## src/sv/fbc_pkg.sv

```systemverilog
`timescale 1ns / 1ps
// ----------------------------------------------------------------------------
// fbc_pkg: shared types and constants of the frustum box cull block
// Transaction payloads, the stage record that travels along the cell chain,
// register indexes and fixed-point widths.
// ----------------------------------------------------------------------------
package fbc_pkg;

  localparam int COORD_BITS = 16;   // signed Q10.6 coordinates
  localparam int NORM_BITS  = 16;   // signed Q1.14 normals; also the width of the offset field
  localparam int MASK_W     = 5;
  localparam int REG_PLANES = 5;    // plane registers occupy indexes 0..4
  localparam int IDX_W      = 3;
  localparam int DATA_W     = 64;
  localparam int FRUSTUM_W  = 3 * COORD_BITS;
  localparam int PROD_W     = COORD_BITS + NORM_BITS;
  localparam int DIST_W     = PROD_W + 4;
  localparam int OFF_SHIFT  = 14;   // offset Q10.6 scaled to the Q.20 product grid

  localparam logic [IDX_W-1:0] REG_FRUSTUM_MIN = 3'd5;
  localparam logic [IDX_W-1:0] REG_FRUSTUM_MAX = 3'd6;

  typedef logic signed [COORD_BITS-1:0] coord_t;
  typedef logic signed [NORM_BITS-1:0]  norm_t;
  typedef logic signed [PROD_W-1:0]     prod_t;
  typedef logic signed [DIST_W-1:0]     dist_t;

  typedef struct packed {
    logic [MASK_W-1:0] mask_in;
    coord_t            box_min_x;
    coord_t            box_min_y;
    coord_t            box_min_z;
    coord_t            box_max_x;
    coord_t            box_max_y;
    coord_t            box_max_z;
  } box_item_t;

  typedef struct packed {
    logic              visible;
    logic [MASK_W-1:0] mask_out;
  } result_t;

  // One box in flight between cells.
  typedef struct packed {
    logic              valid;
    logic              zero_mask;  // mask was empty on entry: visible at once
    logic              alive;      // no plane has culled the box yet
    logic [MASK_W-1:0] mask;       // working mask, inside planes cleared
    box_item_t         box;
  } stage_t;

endpackage

```

## src/sv/fbc_bound.sv

```systemverilog
`timescale 1ns / 1ps
// ----------------------------------------------------------------------------
// fbc_bound: frustum bounding box test and result register
// Holds the frustum corner registers, tests a surviving box for inclusive
// overlap and registers the final result with its strobe.
// ----------------------------------------------------------------------------
module fbc_bound (
  input  logic                          clk,
  input  logic                          rst,
  input  logic                          wr_en,
  input  logic [fbc_pkg::IDX_W-1:0]     wr_index,
  input  logic [fbc_pkg::DATA_W-1:0]    wr_data,
  input  fbc_pkg::stage_t               in_stage,
  output logic                          done,
  output fbc_pkg::result_t              result
);

  logic [fbc_pkg::FRUSTUM_W-1:0] fmin, fmax;

  always_ff @(posedge clk) begin
    if (rst) begin
      fmin <= '0;
      fmax <= '0;
    end else if (wr_en) begin
      if (wr_index == fbc_pkg::REG_FRUSTUM_MIN) begin
        fmin <= wr_data[fbc_pkg::FRUSTUM_W-1:0];
      end
      if (wr_index == fbc_pkg::REG_FRUSTUM_MAX) begin
        fmax <= wr_data[fbc_pkg::FRUSTUM_W-1:0];
      end
    end
  end

  fbc_pkg::coord_t  fmin_x, fmin_y, fmin_z, fmax_x, fmax_y, fmax_z;
  logic             outside, keep;
  fbc_pkg::result_t result_next;

  always_comb begin
    fmin_x  = fmin[15:0];
    fmin_y  = fmin[31:16];
    fmin_z  = fmin[47:32];
    fmax_x  = fmax[15:0];
    fmax_y  = fmax[31:16];
    fmax_z  = fmax[47:32];
    outside = (in_stage.box.box_min_x > fmax_x) || (in_stage.box.box_max_x < fmin_x)
           || (in_stage.box.box_min_y > fmax_y) || (in_stage.box.box_max_y < fmin_y)
           || (in_stage.box.box_min_z > fmax_z) || (in_stage.box.box_max_z < fmin_z);
    keep    = in_stage.alive && !outside;
    if (in_stage.zero_mask) begin
      result_next.visible  = 1'b1;
      result_next.mask_out = '0;
    end else begin
      result_next.visible  = keep;
      result_next.mask_out = keep ? in_stage.mask : '0;
    end
  end

  always_ff @(posedge clk) begin
    result <= result_next;
    if (rst) begin
      done <= 1'b0;
    end else begin
      done <= in_stage.valid;
    end
  end

endmodule

```

## config.mk

```make
export PLATFORM = sky130hd
export DESIGN_NAME = fbc_bound
export DESIGN_NICKNAME = d
export VERILOG_FILES = /design/src/sv/fbc_pkg.sv /design/src/sv/fbc_bound.sv
export SDC_FILE = /design/constraint.sdc
export NUM_CORES = 1
export LEC_CHECK = 0
export BUFFER_PORTS_ARGS = -buffer_cell sky130_fd_sc_hd__buf_2
export CORE_MARGIN = 5
export CORE_UTILIZATION = 30
export DETAILED_ROUTE_END_ITERATION = 8
export PLACE_DENSITY = 0.55
export RECOVER_POWER = 25
export SLEW_MARGIN = 20
export SYNTH_ARGS = -nofsm -noshare
export SYNTH_HDL_FRONTEND = slang
export SYNTH_SLANG_ARGS = --single-unit
```

## constraint.sdc

```tcl
create_clock -name clk -period 2.1 [get_ports clk]
set_input_delay 0.42 -clock clk [delete_from_list [all_inputs] [get_ports clk]]
set_output_delay 0.42 -clock clk [all_outputs]
set_load 0.005 [all_outputs]
```

======== Yosys cells after proc, flatten, opt, wreduce, memory -nomap -nowiden ========
Cells that the tools add are included.
storage, ports and cells
  register bits after elaboration ......... 103
  output and inout bits ................... 7
  logic and storage cells ................. 24
cells by class
  eq/ne operators ......................... 2
  magnitude comparators ................... 6
  bitwise logic cells ..................... 1
  reductions and logical operators ........ 10
operators with widths
  kind                number
  $gt 16x16->1        3
  $lt 16x16->1        3
  $eq 3x3->1 const B  2
  $logic_or 1x1->1    5
  $reduce_and 2->1    2
  $reduce_or 2->1     1
  $logic_and 1x1->1   1
  $logic_not 1->1     1
  $not 1->1           1

======== Longest topological paths before layout ========
Gate-level depths: netlist of the first run.
  depth after elaboration ................. 10
  depth in mapped cells ................... 9

======== Worst setup path before layout of the first run ========
OpenSTA, ideal clock, no wires.
  path kind ............................... input port to flip-flop
  start ................................... input in_stage[58] in the netlist's numbering
  end ..................................... register result[5] in the netlist's numbering
  path buffers ............................ 0
  setup slack ............................. -0.008 ns
  data arrival time ....................... 1.987 ns
  stages on the path ...................... 8
  required time ........................... 1.979 ns
  path through ............................ ha_1 -> a21oi_1 -> nand3_1 -> o21a_1 -> a2111oi_2 -> mux2_2 -> o21ai_4 -> o21bai_2
between the ends
  cells in the longest elaborated chain, start to end .. 5
ends and longest elaborated chain
  item                            RTL line         RTL
  start: declaration              fbc_bound.sv:13  input fbc_pkg::stage_t in_stage,
  $gt 16x16->1                    fbc_bound.sv:47  || (in_stage.box.box_min_z > fmax_z) || (in_stage.box.box_max_z < fmin_z);
  $logic_or 1x1->1 (2 in series)  fbc_bound.sv:47
  $logic_not 1->1                 fbc_bound.sv:48  keep = in_stage.alive && !outside;
  $logic_and 1x1->1               fbc_bound.sv:48
  end signal: assignment          fbc_bound.sv:59  result <= result_next;
  end: declaration                fbc_bound.sv:15  output fbc_pkg::result_t result
No other way between the ends.
A chain may end at the register's enable or synchronous reset.

======== Worst setup path in the final report of the first run ========
  start ................................... register fmax[21] in the netlist's numbering
  end ..................................... register result[1] in the netlist's numbering
between the ends
  cells in the longest elaborated chain, start to end .. 9
ends and longest elaborated chain
  item                              RTL line         RTL
  start: declaration                fbc_bound.sv:18  logic [fbc_pkg::FRUSTUM_W-1:0] fmin, fmax;
  start signal: assignment          fbc_bound.sv:29  fmax <= wr_data[fbc_pkg::FRUSTUM_W-1:0];
  $gt 16x16->1                      fbc_bound.sv:46  || (in_stage.box.box_min_y > fmax_y) || (in_stage.box.box_max_y < fmin_y)
  $logic_or 1x1->1 (2 in series)    fbc_bound.sv:46
  $logic_or 1x1->1 (2 in series)    fbc_bound.sv:47
  $logic_not 1->1                   fbc_bound.sv:48
  $logic_and 1x1->1                 fbc_bound.sv:48
  $not 1->1 (no source line)        n/a
  $reduce_or 2->1 (no source line)  n/a
No other way between the ends.

==> out/qor.yml, run 1 <==
die_w_um: 150.5
fin_crit_ns: 2.063
critPathMaxStageDelay_ns: 0.55
hold_path.class: "in2reg"
leakagePower_uw: 0.003034
p_total_uw: 4470
finalCritPeriodShare: 0.9825
cp.depth: 9
grt.overflow.total: 0
syn_area_um2: 5922
post-synth-top-count-cell: "nand2_1"
irDropWorstVdd_mv: 0.3791
crit_path_end_kind: "flip-flop"
worst-path-buf-inv: 1
grt_pass1_wl_um: 26910
viasPerCell: 4.567
holdBufCountCts: 0
ys_seq_elements: 103
grt_start_max_net_pins: 49
nNetsFinal: 1211
cap_violations: 0
slew_headroom: 0.3456
drv_slew: 0
insertion_delay_ns: 0.35
ys_top_cells_by_area: "dfxtp_1 (35%), ha_1 (20%), nand2_1 (13%)"
rr_worst_depth: 9
remaining_drc_errors: 0
routed_wl_um: 17460
fin_skew_ns: 0.01125
drive_gt1_frac: 0.2831
synth_cells: 773
place_hpwl_um: 13480
numPortBuffers: 164
cp.arrival_ns: 2.35
cp_top_family: "simple AND/OR/NAND/NOR gates"
worstHoldPathCells: 2
critPathLaunchType: "flip-flop"
fp.dieH_um: 150.5
cp_slowest_cell: "or4_4"
routedWlPerCell_um: 14.44
worstPathMaxFanout: 6
crit_type: "reg2reg"
place_congestion: 0.8290
clock_path_buffers: 2
htree_levels: 3
cts_buffers: 9
antenna_found_initial: 2
dpl.cell_count: 1191
synthDominantCellAreaShare: 0.3482
synth-async-reset-ratio: 0
area_growth_pct: 30.78
synth_flop_cell: "dfxtp_1"
status: "finished clean"
dieArea_um2: 22650
core.rowCount: 51
fmax_mhz: 484.7
ys_types: 46
vias: 5522
gr-usage-all-layers: 0.1520
first_global_vias: 5322
synth-seq-area-share: 0.3482
rsz0062_at_grt: "yes"
setup_viol: 0
synth_area_per_cell_um2: 7.661
cellPowerDensity_nw_per_um2: 577.2
ant_nets: 0
clock-sinks: 103
fin_setup_tns_ns: 0
io_pins: 186
synth_common_cells: "nand2_1 (207), a21oi_1 (122), dfxtp_1 (103)"
ys_warn_count: 0
synth_edf_count: 0
final_cells: 1209
drtIter0Drc: 182
synth_fp_nets: 1045
cts.clk_slew.worst_paths_ns: 0.08
root_buffer: "clkbuf_16"
hold_viol_final: 0
synth_top_area_cell: "dfxtp_1"
core_area_um2: 19460
crit_required_ns: 2.38
tightestPinTransition_ns: 0.9817
fillCellCount: 2058
crit_path_cell_trace: "inv_1, ha_4, nand2_2, or4_4, a21oi_4, nor2_2, o22ai_2, o21ai_4, nor3_2"
cts_tree: "done"
first_pass_iters: 4
initial_utilization: 0.3043
[area by class of cell]
class	count	area, um^2	area share
multi-input combinational	537	3654	0.4717
sequential	103	2083	0.2690
inverter	102	382.9	0.04943
antenna	1	2.502	0.0003231
tap	265	331.6	0.04281
clock inverter	5	65.06	0.008401
clock buffer	10	239.0	0.03086
timing repair buffer	186	987.2	0.1275
[path summary, 6_finish.rpt]
path,endpoint,slack [ns],startpoint
worst min-delay path,done$_SDFF_PP0_,0.29,in_stage[108]
worst min register to register,fmax[15]$_SDFFE_PP0P_,0.45,fmax[15]$_SDFFE_PP0P_
worst max-delay path,result[1]$_SDFF_PP0_,0.04,fmax[21]$_SDFFE_PP0P_
worst max register to register,result[1]$_SDFF_PP0_,0.04,fmax[21]$_SDFFE_PP0P_
[sequential cells by signal, indices dropped and copies added, names as in the netlist]
register,count
done,1
result,6
fmin,48
fmax,48
[layer usage]
| layer | global-route usage | up-vias | wire, um |
|---|---|---|---|
| met1 | 0.1975 | 2493 | 8066 |
| met2 | 0.2534 | 111 | 8110 |
| met5 | 0 | - | 20 |
| met4 | 0.02745 | 4 | 133 |
| met3 | 0.04395 | 13 | 1130 |
| li1 | - | 2901 | - |
[logic make-up (layout without fill, tap and decap cells)]
group,count (synthesis),after routing,share of synthesized area
and+or+nand+nor,275,275,0.2066
buffers and inverters,133,303,0.08472
adders and majority gates,93,93,0.1965
other,0,1,0
AOI/OAI and AO/OA,168,168,0.1621
DFF,103,103,0.3482
muxes,1,1,0.001901
[cell usage in the layout, fill, tap and decap left out, types with 3 or more instances in the layout]
cell type | Yosys | layout
dfxtp_1 | 103 | 86
inv_2 | 0 | 4
ha_4 | 0 | 14
ha_1 | 93 | 79
buf_4 | 0 | 18
nand3_1 | 8 | 6
o21ai_1 | 3 | 5
nand4b_1 | 3 | 3
o211ai_1 | 4 | 4
a211oi_1 | 3 | 3
nor2_1 | 10 | 9
nand4_1 | 16 | 16
a21oi_1 | 122 | 118
dfxtp_2 | 0 | 17
nor3b_1 | 3 | 3
nand2b_1 | 4 | 4
o21ai_0 | 8 | 6
nor3_2 | 5 | 5
nand2_2 | 0 | 3
a21o_1 | 8 | 8
clkbuf_16 | 0 | 9
nand2_1 | 207 | 204
a21oi_2 | 1 | 4
inv_1 | 102 | 98
buf_2 | 2 | 163
nor2b_1 | 5 | 4
clkbuf_1 | 25 | 3
[through the flow]
stage,hold WS (ns),util,worst slack (ns),area [um^2]
after floorplan,0.4363,-,0.02107,5934
after global placement,0.4435,0.3677,-0.2606,7156
after detailed placement,0.4468,0.3677,-0.2985,7156
final,0.2869,0.3979,0.03681,7745
after global routing,0.2775,0.3978,-0.08572,7742
after CTS,0.2724,0.3888,0.001314,7567
[worst register-to-register path, stage by stage, from the launching register on]
cell and delay (ns):
dfxtp_2 0.33, inv_1 0.06, ha_4 0.27, nand2_2 0.05, or4_4 0.55, a21oi_4 0.16, nor2_2 0.05, o22ai_2 0.20
o21ai_4 0.13, nor3_2 0.18
[repair_timing]
item | in CTS | in global routing
hold endpoints to repair | 0 | 0
setup endpoints to repair | 6 | 6
resized for setup | 17 | 44
pin swaps | 12 | 17
setup buffers | 0 | 2
[where the power goes]
group          leakage, uW  total (uW)  switching (uW)  internal (uW)
Clock             0.000150        1750             784            965
Sequential        0.000842        2010            18.8           1990
Combinational      0.00204         710             374            336
Power figures use the tool's default switching activity.
==> run 2, diff against run 1 <==
--- a/config.mk
+++ b/config.mk
@@ -8,8 +8,8 @@
 export BUFFER_PORTS_ARGS = -buffer_cell sky130_fd_sc_hd__buf_2
 export CORE_MARGIN = 5
 export CORE_UTILIZATION = 30
+export CTS_BUF_LIST = sky130_fd_sc_hd__clkbuf_16
 export DETAILED_ROUTE_END_ITERATION = 8
-export PLACE_DENSITY = 0.55
 export RECOVER_POWER = 25
 export SLEW_MARGIN = 20
 export SYNTH_ARGS = -nofsm -noshare
==> out/qor.yml, run 2 (same netlist as run 1, synthesis figures left out) <==
hold_ws_ns: 0.2970
finalCritPeriodShare: 0.9985
cts.clk_slew.worst_paths_ns: 0.07
numPortBuffers: 164
clock_path_buffers: 2
htree_levels: 3
critPathMaxStageDelay_ns: 0.57
hold_viol_final: 0
vias: 5517
fp.dieH_um: 150.5
final_cells: 1206
drv_slew: 0
routedWlPerCell_um: 14.25
io_pins: 186
drive_gt1_frac: 0.2649
remaining_drc_errors: 0
worstPathMaxFanout: 6
drtIter0Drc: 139
ant_nets: 0
fillCellCount: 2052
die_w_um: 150.5
cp_slowest_cell: "or4_4"
cap_violations: 0
critPathLaunchType: "flip-flop"
area_growth_pct: 29.14
place_congestion: 0.8205
status: "finished clean"
gr-usage-all-layers: 0.1533
cts_tree: "done"
antenna_found_initial: 3
routed_wl_um: 17190
utilization: 0.3929
grt_start_max_net_pins: 98
dieArea_um2: 22650
crit_type: "reg2reg"
place_hpwl_um: 12990
viasPerCell: 4.575
grt.overflow.total: 0
fmax_mhz: 476.9
final_common_cell: "nand2_1"
crit_path_cell_trace: "inv_1, ha_4, nand4_1, or4_4, a21oi_4, nor4_2, o21ai_4, o21bai_2"
crit_required_ns: 2.34
placedInstanceArea_um2: 7178
irDropWorstVdd_mv: 0.3659
core_area_um2: 19460
core.rowCount: 51
first_pass_iters: 4
setup_viol: 0
crit_path_end_kind: "flip-flop"
initial_utilization: 0.3043
fin_skew_ns: 0.008660
leakagePower_uw: 0.002993
clock-sinks: 103
fin_crit_ns: 2.097
fin_setup_tns_ns: 0
cp.arrival_ns: 2.34
cts_buffers: 9
hold_path.class: "in2reg"
final_cell_mix: "nand2_1 (206), buf_2 (163), a21oi_1 (118)"
cellPowerDensity_nw_per_um2: 560.0
grt_pass1_wl_um: 27180
dpl.cell_count: 1189
nNetsFinal: 1208
insertion_delay_ns: 0.35
tightestPinTransition_ns: 1.186
rsz0062_at_grt: "yes"
final_area_um2: 7647
first_global_vias: 5443
root_buffer: "clkbuf_16"
reg_top3: "fmax (48), fmin (48), result (6)"
slew_headroom: 0.2092
## run 2: changes by cell type in the layout (fill, tap and decap cells not counted), sizes merged
| cell | before | now |
|---|---|---|
| buf | 182 | 181 |
| clkbuf | 14 | 11 |
| clkinvlp | 0 | 3 |
| bufinv | 1 | 0 |
| clkinv | 2 | 1 |
## run 2: metrics by stage
stage | setup WS [ns] | power (uW)
floorplan | 0.02107 | 2403
global placement | -0.2517 | 2714
detailed placement | -0.2803 | 2726
CTS | -0.02916 | 4357
global route | -0.1269 | 4556
finish | 0.003201 | 4282
## run 2: area by class of cell
class / count / area (um^2) / share of cell area
Antenna cell: 1 / 2.502 / 0.0003272
Inverter: 102 / 382.9 / 0.05007
Timing Repair Buffer: 183 / 1016 / 0.1329
Clock buffer: 9 / 225.2 / 0.02945
Clock inverter: 6 / 38.79 / 0.005072
Multi-Input combinational cell: 537 / 3576 / 0.4676
Sequential cell: 103 / 2074 / 0.2713
Tap cell: 265 / 331.6 / 0.04336
## run 2: repair_timing
item	CTS	global route
endpoints found under the hold margin	0	0
endpoints found under the setup margin	6	6
pin swaps	8	4
gates resized for setup	24	15
hold buffers	0	0
buffers inserted	1	0
cloned	0	0
## run 2: final timing paths
kind	startpoint	endpoint	slack, ns	cells past startpoint
min	in_stage[108]	done$_SDFF_PP0_	0.30	2
min reg2reg	fmax[26]$_SDFFE_PP0P_	fmax[26]$_SDFFE_PP0P_	0.45	2
max reg2reg	fmax[31]$_SDFFE_PP0P_	result[5]$_SDFF_PP1_	0.003	8
max	fmax[31]$_SDFFE_PP0P_	result[5]$_SDFF_PP1_	0.003	8
## run 2: where the power goes
part / internal (uW) / switching, uW / total (uW) / leakage (uW)
Combinational: 334 / 368 / 702 / 0.00203
Sequential: 1990 / 18.8 / 2010 / 0.000839
Clock: 794 / 774 / 1570 / 0.000123
## run 2: critical path: cells and delay by family (launching register included)
kind | cells | cell delay, ns
AO/OA/AOI/OAI | 3 | 0.56
AND/OR/NAND/NOR | 3 | 0.76
flip-flops | 1 | 0.33
buffers and inverters | 1 | 0.06
adder cells (fa/ha/maj) | 1 | 0.27
## run 2: per-layer routing
layer  GRT usage  share of wire
met2      0.2527           0.46
met1      0.1966           0.45
met4     0.02790         0.0081
met3     0.05208          0.080
met5           0         0.0024
==> run 3, diff against run 2 <==
==> constraint.sdc (replaced) <==
create_clock -name clk -period 2.71 [get_ports clk]
set_input_delay 0.542 -clock clk [delete_from_list [all_inputs] [get_ports clk]]
set_output_delay 0.542 -clock clk [all_outputs]
set_load 0.005 [all_outputs]
==> out/qor.yml, run 3 (same netlist as run 1, synthesis figures left out) <==
critPathMaxStageDelay_ns: 1.50
cp_slowest_cell: "clkbuf_1"
clock_path_buffers: 2
ant_nets: 0
crit_required_ns: 2.93
insertion_delay_ns: 0.35
grt_start_max_net_pins: 55
cp.depth: 3
place_congestion: 0.8062
drive_gt1_frac: 0.2112
rr_worst_depth: 9
num_antenna_cells: 0
antenna_found_initial: 4
slew_headroom: -0.4377
fin_skew_ns: 0.01056
worst-path-buf-inv: 2
worstHoldPathCells: 2
final_cells: 1193
hold_path.class: "in2reg"
rsz0062_at_grt: "no"
worstPathMaxFanout: 54
cts.repair.resized: 0
tightestPinTransition_ns: 2.156
die_w_um: 150.5
fin_setup_tns_ns: 0
crit_type: "in2reg"
endpoint: "fmax[30]$_SDFFE_PP0P_"
worstReg2RegStart: "fmax[42]$_SDFFE_PP0P_"
root_buffer: "clkbuf_16"
drv_slew: 44
cts_tree: "done"
routed_wl_um: 16780
initial_utilization: 0.3043
cp.arrival_ns: 2.52
htree_levels: 3
final_cell_mix: "nand2_1 (207), buf_2 (157), a21oi_1 (122)"
place_hpwl_um: 12900
finalCritPeriodShare: 0.8478
placedInstanceArea_um2: 7025
fin_crit_ns: 2.298
crit_path_end_kind: "flip-flop"
status: "complete, but fails checks"
routedWlPerCell_um: 14.07
numPortBuffers: 164
hold_viol_final: 0
grt.overflow.total: 0
violations: "max-capacitance violations, max-slew violations"
gr-usage-all-layers: 0.1491
nNetsFinal: 1195
drtIter0Drc: 157
dpl.cell_count: 1177
vias: 5447
final_area_um2: 7298
irDropWorstVdd_mv: 0.2916
final_common_cell: "nand2_1"
dieArea_um2: 22650
cellPowerDensity_nw_per_um2: 452.8
reg_top3: "fmax (48), fmin (48), result (6)"
clock-sinks: 103
viasPerCell: 4.566
cts.clk_slew.worst_paths_ns: 0.08
cts_buffers: 9
io_pins: 186
leakagePower_uw: 0.002877
r2r_slack_ns: 0.50
crit_start: "rst"
crit_path_cell_trace: "clkbuf_1, buf_12, a21oi_1"
setup_viol: 0
p_total_uw: 3304
remaining_drc_errors: 0
utilization: 0.3750
first_global_vias: 5319
cp_top_family: "buffers and inverters"
first_pass_iters: 4
reg2reg_to: "result[5]$_SDFF_PP1_"
core.rowCount: 51
holdBufCountCts: 0
fp.dieH_um: 150.5
critPathLaunchType: "input port"
hold_start: "in_stage[108]"
core_area_um2: 19460
area_growth_pct: 23.24
fmax_mhz: 435.2
cts_setup_buffers: 0
cap_violations: 1
grt_pass1_wl_um: 26510
==> run 3: cell count changes in the layout (fill, tap and decap cells not counted), sizes merged <==
cell      delta
clkinv       +5
buf         -18
clkinvlp     -3
inv          -1
diode        -1
clkbuf       +5
==> run 3: layout make-up <==
class                           count  area, um^2
Clock buffer                        9       225.2
Clock inverter                      7       58.81
Fill cell                        2095       12160
Inverter                          102       382.9
Multi-Input combinational cell    537        3368
Sequential cell                   103        2062
Tap cell                          265       331.6
Timing Repair Buffer              170       869.6
==> run 3: how the worst min path moves through the flow <==
| stage | to | slack (ns) |
|---|---|---|
| 2_1_floorplan | fmax[10]$_SDFFE_PP0P_ | 0.44 |
| 3_3_place_gp | fmax[31]$_SDFFE_PP0P_ | 0.44 |
| 3_5_place_dp | fmax[45]$_SDFFE_PP0P_ | 0.45 |
| 4_1_cts | result[5]$_SDFF_PP1_ | 0.38 |
| 5_1_grt | result[5]$_SDFF_PP1_ | 0.39 |
| 6_report | done$_SDFF_PP0_ | 0.40 |
==> run 3: stage by stage <==
stage | hold slack, ns | worst slack [ns]
finish | 0.3968 | 0.4124
detailed placement | 0.4463 | 0.1700
floorplan | 0.4363 | 0.4803
global placement | 0.4425 | 0.1859
global route | 0.3948 | 0.2416
CTS | 0.3763 | 0.4490
==> run 3: routing by layer <==
metal / vias up / track usage / wire length [um]
li1: 2870 / - / -
met1: 2440 / 0.1901 / 7705
met2: 116 / 0.2521 / 7886
met3: 13 / 0.04846 / 1028
met4: 8 / 0.02104 / 103
met5: - / 0 / 57
==> run 3: report_power, final <==
| part | switching, uW | total [uW] | internal [uW] |
|---|---|---|---|
| Sequential | 14.5 | 1560 | 1540 |
| Clock | 623 | 1260 | 636 |
| Combinational | 262 | 487 | 225 |
